===== src/hdl/ffha_pkg.sv =====
// shared types and constants for the first-fit hole allocator
package ffha_pkg;

    localparam int DATA_W   = 16;
    localparam int FUNC_W   = 2;
    localparam int STATUS_W = 3;
    localparam int LEFT_W   = 5;

    typedef enum logic [FUNC_W-1:0] {
        FN_LOAD  = 2'd0,
        FN_ALLOC = 2'd1,
        FN_CLEAR = 2'd2
    } func_t;

    typedef enum logic [STATUS_W-1:0] {
        STS_DONE  = 3'd0,
        STS_ALLOC = 3'd1,
        STS_NOFIT = 3'd2,
        STS_FULL  = 3'd3,
        STS_HALT  = 3'd4
    } status_t;

    typedef enum logic [1:0] {
        S_IDLE,
        S_SCAN,
        S_UPDATE
    } state_t;

    typedef enum logic {
        ALU_ADD,
        ALU_SUB
    } alu_op_t;

endpackage


===== src/hdl/ffha_alu.sv =====
// shared adder/subtractor used for the fit compare and the base move-up
module ffha_alu #(
    parameter int W = 16
) (
    input  ffha_pkg::alu_op_t op,
    input  logic [W-1:0]      a,
    input  logic [W-1:0]      b,
    output logic [W-1:0]      sum,
    output logic              carry
);

    logic [W-1:0] b_eff;
    logic         cin;
    logic [W:0]   full;

    always_comb
    begin
        b_eff = (op == ffha_pkg::ALU_SUB) ? ~b : b;
        cin   = (op == ffha_pkg::ALU_SUB);
    end

    // for subtract, carry high means a >= b
    assign full  = {1'b0, a} + {1'b0, b_eff} + (W+1)'(cin);
    assign sum   = full[W-1:0];
    assign carry = full[W];

endmodule


===== src/hdl/first_fit_hole_allocator_top.sv =====
// first-fit hole allocator: hole table, scan sequencer and result register
// load, clear and unused codes: result strobe in the cycle after the transaction
// allocate hitting entry k: scan entries 0 to k, write back in S_UPDATE, then strobe; busy meanwhile
// allocate with no fit: strobe after every entry is scanned; halted allocate: strobe in the cycle after
// the scan reads one table entry per cycle through a single registered read port
// reset clears the valid bits, fill pointer, hole count and halt flag; the receiver cannot stall
module first_fit_hole_allocator_top #(
    parameter int MAX_HOLES = 16,
    parameter int ADDR_BITS = 16
) (
    input  logic                              clk,
    input  logic                              rst_n,
    input  logic                              start,
    output logic                              busy,
    input  logic [ffha_pkg::FUNC_W-1:0]       func,
    input  logic [ffha_pkg::DATA_W-1:0]       hole_base,
    input  logic [ffha_pkg::DATA_W-1:0]       length,
    output logic                              done,
    output logic [ffha_pkg::STATUS_W-1:0]     status,
    output logic [ffha_pkg::DATA_W-1:0]       alloc_base,
    output logic [ffha_pkg::LEFT_W-1:0]       holes_left
);

    localparam int IW = (MAX_HOLES > 1) ? $clog2(MAX_HOLES) : 1;
    localparam int CW = $clog2(MAX_HOLES + 1);
    localparam int AW = (ADDR_BITS > ffha_pkg::DATA_W) ? ADDR_BITS : ffha_pkg::DATA_W;
    localparam int DW = ffha_pkg::DATA_W;

    // hole table storage
    logic [ADDR_BITS-1:0] start_mem [MAX_HOLES];
    logic [DW-1:0]        len_mem   [MAX_HOLES];

    ffha_pkg::state_t     state_reg, state_next;
    logic [IW-1:0]        idx_reg, idx_next;
    logic [CW-1:0]        fill_reg, fill_next;
    logic [CW-1:0]        count_reg, count_next;
    logic [MAX_HOLES-1:0] valid_reg, valid_next;
    logic                 halted_reg, halted_next;
    logic [DW-1:0]        len_reg, len_next;
    logic [ADDR_BITS-1:0] granted_reg, granted_next;
    logic [DW-1:0]        rem_reg, rem_next;

    logic                 done_reg, done_next;
    ffha_pkg::status_t    status_reg, status_next;
    logic [DW-1:0]        base_reg, base_next;
    logic [CW-1:0]        left_reg, left_next;

    logic [ADDR_BITS-1:0] rd_start_reg;
    logic [DW-1:0]        rd_len_reg;
    logic [IW-1:0]        rd_addr;
    logic                 wr_en;
    logic [IW-1:0]        wr_addr;
    logic [ADDR_BITS-1:0] wr_start;
    logic [DW-1:0]        wr_len;

    ffha_pkg::alu_op_t    alu_op;
    logic [AW-1:0]        alu_a;
    logic [AW-1:0]        alu_b;
    logic [AW-1:0]        alu_sum;
    logic                 alu_carry;

    ffha_alu #(
        .W (AW)
    ) u_alu (
        .op    (alu_op),
        .a     (alu_a),
        .b     (alu_b),
        .sum   (alu_sum),
        .carry (alu_carry)
    );

    always_comb
    begin
        if (state_reg == ffha_pkg::S_SCAN)
        begin
            alu_op = ffha_pkg::ALU_SUB;
            alu_a  = AW'(rd_len_reg);
        end
        else
        begin
            alu_op = ffha_pkg::ALU_ADD;
            alu_a  = AW'(granted_reg);
        end
        alu_b = AW'(len_reg);
    end

    always_ff @(posedge clk)
    begin
        if (wr_en)
        begin
            start_mem[wr_addr] <= wr_start;
            len_mem[wr_addr]   <= wr_len;
        end
        rd_start_reg <= start_mem[rd_addr];
        rd_len_reg   <= len_mem[rd_addr];
    end

    always_ff @(posedge clk or negedge rst_n)
    begin
        if (!rst_n)
        begin
            state_reg  <= ffha_pkg::S_IDLE;
            fill_reg   <= '0;
            count_reg  <= '0;
            valid_reg  <= '0;
            halted_reg <= 1'b0;
            done_reg   <= 1'b0;
        end
        else
        begin
            state_reg  <= state_next;
            fill_reg   <= fill_next;
            count_reg  <= count_next;
            valid_reg  <= valid_next;
            halted_reg <= halted_next;
            done_reg   <= done_next;
        end
    end

    always_ff @(posedge clk)
    begin
        idx_reg     <= idx_next;
        len_reg     <= len_next;
        granted_reg <= granted_next;
        rem_reg     <= rem_next;
        status_reg  <= status_next;
        base_reg    <= base_next;
        left_reg    <= left_next;
    end

    always_comb
    begin
        state_next   = state_reg;
        idx_next     = idx_reg;
        fill_next    = fill_reg;
        count_next   = count_reg;
        valid_next   = valid_reg;
        halted_next  = halted_reg;
        len_next     = len_reg;
        granted_next = granted_reg;
        rem_next     = rem_reg;
        done_next    = 1'b0;
        status_next  = status_reg;
        base_next    = base_reg;
        left_next    = left_reg;
        rd_addr      = '0;
        wr_en        = 1'b0;
        wr_addr      = idx_reg;
        wr_start     = ADDR_BITS'(hole_base);
        wr_len       = length;

        unique case (state_reg)
            ffha_pkg::S_IDLE:
            begin
                if (start)
                begin
                    done_next   = 1'b1;
                    status_next = ffha_pkg::STS_DONE;
                    base_next   = '0;
                    left_next   = count_reg;
                    len_next    = length;
                    unique case (ffha_pkg::func_t'(func))
                        ffha_pkg::FN_LOAD:
                        begin
                            if (fill_reg == CW'(MAX_HOLES))
                            begin
                                status_next = ffha_pkg::STS_FULL;
                            end
                            else
                            begin
                                wr_en                       = 1'b1;
                                wr_addr                     = fill_reg[IW-1:0];
                                valid_next[fill_reg[IW-1:0]] = 1'b1;
                                fill_next                   = fill_reg + 1'b1;
                                count_next                  = count_reg + 1'b1;
                                left_next                   = count_reg + 1'b1;
                            end
                        end
                        ffha_pkg::FN_ALLOC:
                        begin
                            if (halted_reg)
                            begin
                                status_next = ffha_pkg::STS_HALT;
                            end
                            else
                            begin
                                // entry zero is read now, checked next cycle
                                done_next  = 1'b0;
                                idx_next   = '0;
                                state_next = ffha_pkg::S_SCAN;
                            end
                        end
                        ffha_pkg::FN_CLEAR:
                        begin
                            valid_next  = '0;
                            fill_next   = '0;
                            count_next  = '0;
                            halted_next = 1'b0;
                            left_next   = '0;
                        end
                        default:
                        begin
                            status_next = ffha_pkg::STS_DONE;
                        end
                    endcase
                end
            end
            ffha_pkg::S_SCAN:
            begin
                rd_addr = (idx_reg == IW'(MAX_HOLES - 1)) ? '0 : idx_reg + 1'b1;
                if (valid_reg[idx_reg] && alu_carry)
                begin
                    granted_next = rd_start_reg;
                    rem_next     = alu_sum[DW-1:0];
                    state_next   = ffha_pkg::S_UPDATE;
                end
                else if (idx_reg == IW'(MAX_HOLES - 1))
                begin
                    halted_next = 1'b1;
                    done_next   = 1'b1;
                    status_next = ffha_pkg::STS_NOFIT;
                    base_next   = '0;
                    left_next   = count_reg;
                    state_next  = ffha_pkg::S_IDLE;
                end
                else
                begin
                    idx_next = idx_reg + 1'b1;
                end
            end
            ffha_pkg::S_UPDATE:
            begin
                wr_en       = 1'b1;
                wr_addr     = idx_reg;
                wr_start    = alu_sum[ADDR_BITS-1:0];
                wr_len      = rem_reg;
                done_next   = 1'b1;
                status_next = ffha_pkg::STS_ALLOC;
                base_next   = DW'(granted_reg);
                left_next   = count_reg;
                // hole used up
                if (rem_reg == '0)
                begin
                    valid_next[idx_reg] = 1'b0;
                    count_next          = count_reg - 1'b1;
                    left_next           = count_reg - 1'b1;
                end
                state_next = ffha_pkg::S_IDLE;
            end
            default:
            begin
                state_next = ffha_pkg::S_IDLE;
            end
        endcase
    end

    assign busy       = (state_reg != ffha_pkg::S_IDLE);
    assign done       = done_reg;
    assign status     = status_reg;
    assign alloc_base = base_reg;
    assign holes_left = ffha_pkg::LEFT_W'(left_reg);

    a_count_matches_valid: assert property (@(posedge clk) disable iff (!rst_n)
        count_reg == CW'($countones(valid_reg)))
        else $error("hole count out of step with valid bits");

    a_count_within_fill: assert property (@(posedge clk) disable iff (!rst_n)
        count_reg <= fill_reg)
        else $error("hole count exceeds fill pointer");

    a_update_grants: assert property (@(posedge clk) disable iff (!rst_n)
        state_reg == ffha_pkg::S_UPDATE |=> done && status == ffha_pkg::STS_ALLOC)
        else $error("update did not produce an allocated result");

    a_halted_refuses: assert property (@(posedge clk) disable iff (!rst_n)
        state_reg == ffha_pkg::S_IDLE && start && halted_reg &&
        func == ffha_pkg::FN_ALLOC |=> done && status == ffha_pkg::STS_HALT)
        else $error("allocate while halted was not refused");

    a_base_zero_unless_alloc: assert property (@(posedge clk) disable iff (!rst_n)
        done && status != ffha_pkg::STS_ALLOC |-> alloc_base == '0)
        else $error("nonzero base on a non-allocate result");

endmodule


===== config.mk =====
export PLATFORM = sky130hd
export DESIGN_NAME = first_fit_hole_allocator_top
export DESIGN_NICKNAME = d
export VERILOG_FILES = /design/src/hdl/ffha_pkg.sv /design/src/hdl/ffha_alu.sv /design/src/hdl/first_fit_hole_allocator_top.sv
export SDC_FILE = /design/constraint.sdc
export NUM_CORES = 1
export LEC_CHECK = 0
export BUFFER_PORTS_ARGS = -buffer_cell sky130_fd_sc_hd__buf_2
export CAP_MARGIN = 20
export CORE_UTILIZATION = 45
export CTS_BUF_LIST = sky130_fd_sc_hd__clkbuf_4 sky130_fd_sc_hd__clkbuf_8
export CTS_CLUSTER_SIZE = 30
export DETAILED_ROUTE_END_ITERATION = 16
export PLACE_DENSITY = 0.63
export SYNTH_ARGS = -nofsm -noshare
export SYNTH_HDL_FRONTEND = slang
export SYNTH_SLANG_ARGS = --single-unit

===== constraint.sdc =====
create_clock -name clk -period 14.65 [get_ports clk]
set_input_delay 0.7325 -clock clk [delete_from_list [all_inputs] [get_ports clk]]
set_output_delay 0.7325 -clock clk [all_outputs]
set_load 0.02 [all_outputs]

# Word level (Yosys, flattened, before mapping)
# Memory sizes are Yosys's and may differ from the RTL's. A register that Yosys moved wholly into a read port is not among the register bits.
# Index checks and enable logic that the tools add are counted.
totals:
  regBits: 106
  latch_bits: 0
  ram_bits: 512
  romBits: 0
  output_inout_bits: 26
  word_cells: 139
  memories: 2
classes:
  addsub: 6
  multipliers: 0
  div_mod_pow: 0
  n_lt_le_gt_ge: 4
  n_eq_ne: 18
  n_shift: 0
  n_mux: 72
  n_bitwise: 4
  reduce_logical: 20
mem_list:
  columns: ["memory", "words", "word_bits", "rd", "rd_ports_with_merged_regs", "wr", "line", "rtl"]
  rows:
  - ["len_mem", 16, 16, 1, 1, 1, "first_fit_hole_allocator_top.sv:31", "logic [DW-1:0] len_mem [MAX_HOLES];"]
  - ["start_mem", 16, 16, 1, 1, 1, "first_fit_hole_allocator_top.sv:30", "logic [ADDR_BITS-1:0] start_mem [MAX_HOLES];"]
ops:
  columns: ["operator", "n"]
  rows:
  - ["$mux W16", 10]
  - ["$pmux W16 S2", 2]
  - ["$pmux W16 S3", 1]
  - ["$mux W4", 11]
  - ["$not A16 Y16", 2]
  - ["$mux W5", 6]
  - ["$pmux W5 S2", 3]
  - ["$mux W1", 18]
  - ["$add A16 B16 Y17", 1]
  - ["$add A17 B1 Y17", 1]
  - ["$and A16 B16 Y16", 1]
  - ["$logic_not A16 Y1", 1]
  - ["$or A16 B16 Y16", 1]
  - ["$pmux W5 S3", 1]
  - ["$mux W2", 6]
  - ["$mux W3", 4]
  - ["$ne A2 B2 Y1 const B", 6]
  - ["$reduce_and A4 Y1", 3]
  - ["$add A5 B1 Y5 const B", 2]
  - ["$lt A4 B5 Y1 const B", 2]
  - ["$reduce_and A5 Y1", 2]
  - ["$pmux W3 S3", 1]
  - ["$demux W1 S4", 2]
  - ["$ge A4 B1 Y1 const B", 2]
  - ["other kinds (21)", 35]

# Longest topological paths before layout
logic_depth:
  word_depth: 9
  ltp_mapped: 13
  depth_no_buf: 11

# Hierarchy
# Synthesis repeated with hierarchy kept, for this count alone.
unflattened:
  hier_cells: 1847
  hier_area_um2: 26990.9
modules_own_cells:
  columns: ["module", "instances", "cells_each", "area_each_um2"]
  rows:
  - ["first_fit_hole_allocator_top", 1, 1678, 25784.7]
  - ["ffha_alu", 1, 169, 1206.2]

# Least setup slack after synthesis
# OpenSTA, ideal clock, no wires.
synth_timing:
  path_kind: "flip-flop to flip-flop"
  start: "register state_reg[1]"
  end: "register base_reg[0], in the netlist alloc_base[0] (enable)"
  setup_time_ps: 446
  arrival_time_ps: 4848
  t_required_ps: 14204
  setup_slack_ps: 9356
  path_stages_with_launch: 13
  path_buffers: 2
  cell_sequence: "dfrtp_1 inv_1 ha_1 clkbuf_1 buf_1 xor2_1 fa_1 a211oi_1 o211ai_1 a31oi_1 a31oi_2 nand2b_1 a221oi_1"
synth_via:
  elab_chain_cells: 8
  word_cells_on_any_way: 14
synth_lines:
  columns: ["element", "line", "rtl"]
  rows:
  - ["start, declared", "first_fit_hole_allocator_top.sv:33", "ffha_pkg::state_t state_reg, state_next;"]
  - ["start signal, assigned", "first_fit_hole_allocator_top.sv:102", "state_reg <= ffha_pkg::S_IDLE;"]
  - ["start signal, assigned", "first_fit_hole_allocator_top.sv:111", "state_reg <= state_next;"]
  - ["$eq A2 B1 Y1", "first_fit_hole_allocator_top.sv:74, first_fit_hole_allocator_top.sv:152", null]
  - ["$mux W1", "first_fit_hole_allocator_top.sv:74", "if (state_reg == ffha_pkg::S_SCAN)"]
  - ["$mux W16", "ffha_alu.sv:18", "b_eff = (op == ffha_pkg::ALU_SUB) ? ~b : b;"]
  - ["$add A16 B16 Y17", "ffha_alu.sv:23", "assign full = {1'b0, a} + {1'b0, b_eff} + (W+1)'(cin);"]
  - ["$add A17 B1 Y17", "ffha_alu.sv:23", null]
  - ["$logic_and A1 B1 Y1", "first_fit_hole_allocator_top.sv:211", "if (valid_reg[idx_reg] && alu_carry)"]
  - ["$ne A2 B2 Y1 (no source line)", null, null]
  - ["$reduce_and A4 Y1 (no source line) (*)", null, null]
  - ["end signal, assigned", "first_fit_hole_allocator_top.sv:127", "base_reg <= base_next;"]
  - ["end, declared", "first_fit_hole_allocator_top.sv:45", "logic [DW-1:0] base_reg, base_next;"]
# Mark *: on every way between the ends. The rest lies on a longest branch, timed or not.
# A chain may end at the register's enable or synchronous reset.

# Worst setup path after layout
layout_timing:
  start: "register state_reg[1]"
  end: "register rd_len_reg[11], read port of len_mem"
layout_via:
  elab_chain_cells: 2
layout_lines:
  columns: ["element", "line", "rtl"]
  rows:
  - ["$eq A2 B1 Y1", "first_fit_hole_allocator_top.sv:152", "unique case (state_reg)"]
  - ["$mux W4", "first_fit_hole_allocator_top.sv:152", null]
  - ["end, declared", "first_fit_hole_allocator_top.sv:49", "logic [DW-1:0] rd_len_reg;"]
# Every way passes these cells.

==> impl_metrics.yaml <==
critical_path:
  startpoint_type: "flop"
  endpoint_kind: "flop"
  arrival_ns: 5.27
  crit_slowest_cell: "ha_1"
  cp_max_fo: 84
  path_cells: "inv_1 -> ha_1 -> buf_4 -> and2_1 -> and2_4 -> buf_4 -> o221ai_1 -> o21ai_0 -> o22ai_1 -> a211oi_1"
  critPathMaxStageDelay_ns: 0.90
  cpMostUsedCell: "buf_4"
  crit_required_ns: 15.24
  worst-setup-path-type: "reg -> reg"
sta:
  fmax_ghz: 0.214
  hold_violations: 0
  tns_ns: 0
  finalCritPeriodShare_pct: 31.9
  clock_skew_ns: 0.0285
  slew_viol_final: 0
  rsz0062_at_grt: "false"
  slew-limit-headroom_pct: 21.8
  fin_crit_ns: 4.68
  tightestPinTransition_ns: 1.17
  finalSetupViolations: 0
grt:
  grt_pass1_vias: 15900
  track_usage_pct: 23.1
  grt_pass1_wl_mm: 102
  grt_max_degree: 85
  antenna_found_initial: 1
  grt-ovfl-total: 0
drt:
  drtAntennaViolNets: 0
  wirelength_mm: 68.8
  num_vias: 16300
  drt_iter0_markers: 1723
  avgViaCountPerCell: 5.97
  firstDrtPassIters: 6
  drc: 0
  detail_route.wl_per_cell_um: 25.1
clock_network:
  cts_hold_buf: 0
  htree_num_levels: 3
  cts_sinks: 650
  cts.path.max_buffers: 3
  clk_pin_slew_worst_paths_ns: 0.07
  cts_tree: "built"
  numCtsBuffers: 100
  cts_resized: 0
  clock_latency_ns: 0.69
  cts_root_buf: "clkbuf_8"
  cts_setup_buffers: 0
power:
  p_leak_nw: 10.2
  vdd_drop_max_uv: 145
  powerDensity_nw_per_um2: 218
finish:
  final_common_cell: "edfxtp_1"
  area_growth_syn_to_layout_pct: 12.5
  fillCellCount: 4811
  top_regs: "len_mem x256, start_mem x256"
  design_area_um2: 29800
  drive_gt1_share_pct: 18.1
  most-common-layout-cells: "588 x edfxtp_1, 173 x nand2_1, 104 x clkbuf_8"
  final_net_count: 1953
outcome:
  outcome: "finished, final reports clean"
min_path:
  holdCritPathClass: "in -> async"
logic_synthesis:
  synth_nets: 1880
  seq_area_frac_synth_pct: 72.0
  synth-seq-cells: 650
  synth-async-reset-ratio_pct: 4.62
  synthFlopType: "edfxtp_1"
  synth_cell_types: 65
  ys.warnings.count: 0
  synth-edff-count: 588
  avgSynthCellArea_um2: 14.6
  syn_area_um2: 26400
  synthCells: 1812
placement:
  place_congestion: 0.886
  dp_hpwl_mm: 38.6
  place_area_um2: 27600
  port_buffers: 62
floorplan:
  core.rowCount: 88
  coreArea_um2: 57900
  die_area_um2: 59700
  start_util_pct: 45.7
  dieWidth_um: 244
  die_h_um: 244
  io_pins: 63
job:
  maxCapViolations: 0
through the flow:
stage          util, %  instances  hold WS [ns]  power [mW]  setup WS [ns]
2_1_floorplan        -       1812         0.386        4.15           9.36
3_3_place_gp      47.7       2543         0.387        4.91          10.14
3_5_place_dp      47.7       2544         0.397        4.94           9.91
4_1_cts           51.3       2730        0.0620        6.48           9.96
5_1_grt           51.4       2735         0.138        6.81           9.65
6_report          51.4       2735         0.103        6.48           9.97
Yosys cell counts, types with 32 or more instances:
cell	n	area [µm²]
edfxtp_1	588	17700
nand2_1	174	653
o221ai_1	94	823
a21oi_1	89	445
clkbuf_1	80	300
o22ai_1	70	438
and3_1	65	407
o21ai_0	64	320
nor2_1	51	191
a31oi_1	45	282
mux2_2	45	507
mux2i_1	37	370
buf_2	35	175
a211oi_1	34	255
a311oi_1	33	289
xor2_1	33	289
dfxtp_1	32	641
cells by family after synthesis:
group / share of synthesized area, %
mux: 3.77
flops: 72.0
fa+ha+maj: 1.50
compound gates: 11.9
buf+inv: 2.37
xor+xnor: 1.42
simple gates: 6.99
worst max-delay path, delay by kind of cell (launching register included):
family	cells	cell delay, ns
adder cells (fa/ha/maj)	1	0.90
buffers and inverters	3	1.30
AND/OR/NAND/NOR	2	1.10
flip-flops	1	0.41
AO/OA/AOI/OAI	4	0.71
per-layer routing:
layer | track usage (%) | share of wire [%]
met4 | 7.02 | 1.8
met3 | 3.12 | 6.4
met2 | 37.9 | 48
met5 | 0 | 0
met1 | 32.1 | 43
report_power, final:
group          internal [mW]  total [mW]  switching [mW]
Clock                  0.846        1.54           0.695
Sequential              2.36        2.51           0.144
Combinational          0.794        2.43            1.63
Total                   4.00        6.48            2.47
path summary, 6_finish.rpt:
path | depth (start not counted) | start | to | slack, ns
worst max-delay path | 10 | state_reg[1]$_DFFE_PN0P_ | rd_len_reg[11]$_DFF_P_ | 9.97
worst min-delay path | 1 | rst_n | fill_reg[2]$_DFFE_PN0P_ | 0.10
worst max register to register | 10 | state_reg[1]$_DFFE_PN0P_ | rd_len_reg[11]$_DFF_P_ | 9.97
worst min register to register | 0 | rd_start_reg[0]$_DFF_P_ | granted_reg[0]$_DFFE_PP_ | 0.41
max in group asynchronous | 1 | rst_n | valid_reg[1]$_DFFE_PN0P_ | 14.07
min in group clk | 1 | length[10] | alu_b[10]$_DFFE_PP_ | 0.25
cell type report:
class                   instances  area, µm²  share of cell area [%]
diodes                          1       2.50                 0.00841
clock buffers                 142       1720                    5.77
clock inverters                44        343                    1.15
inverters                      19       71.3                   0.240
multi-input cells            1013       6980                    23.4
flip-flops and latches        650      19000                    64.0
well taps                     765        957                    3.22
repair buffers                101        639                    2.15
Note: power is estimated with default switching activity, not from simulation.
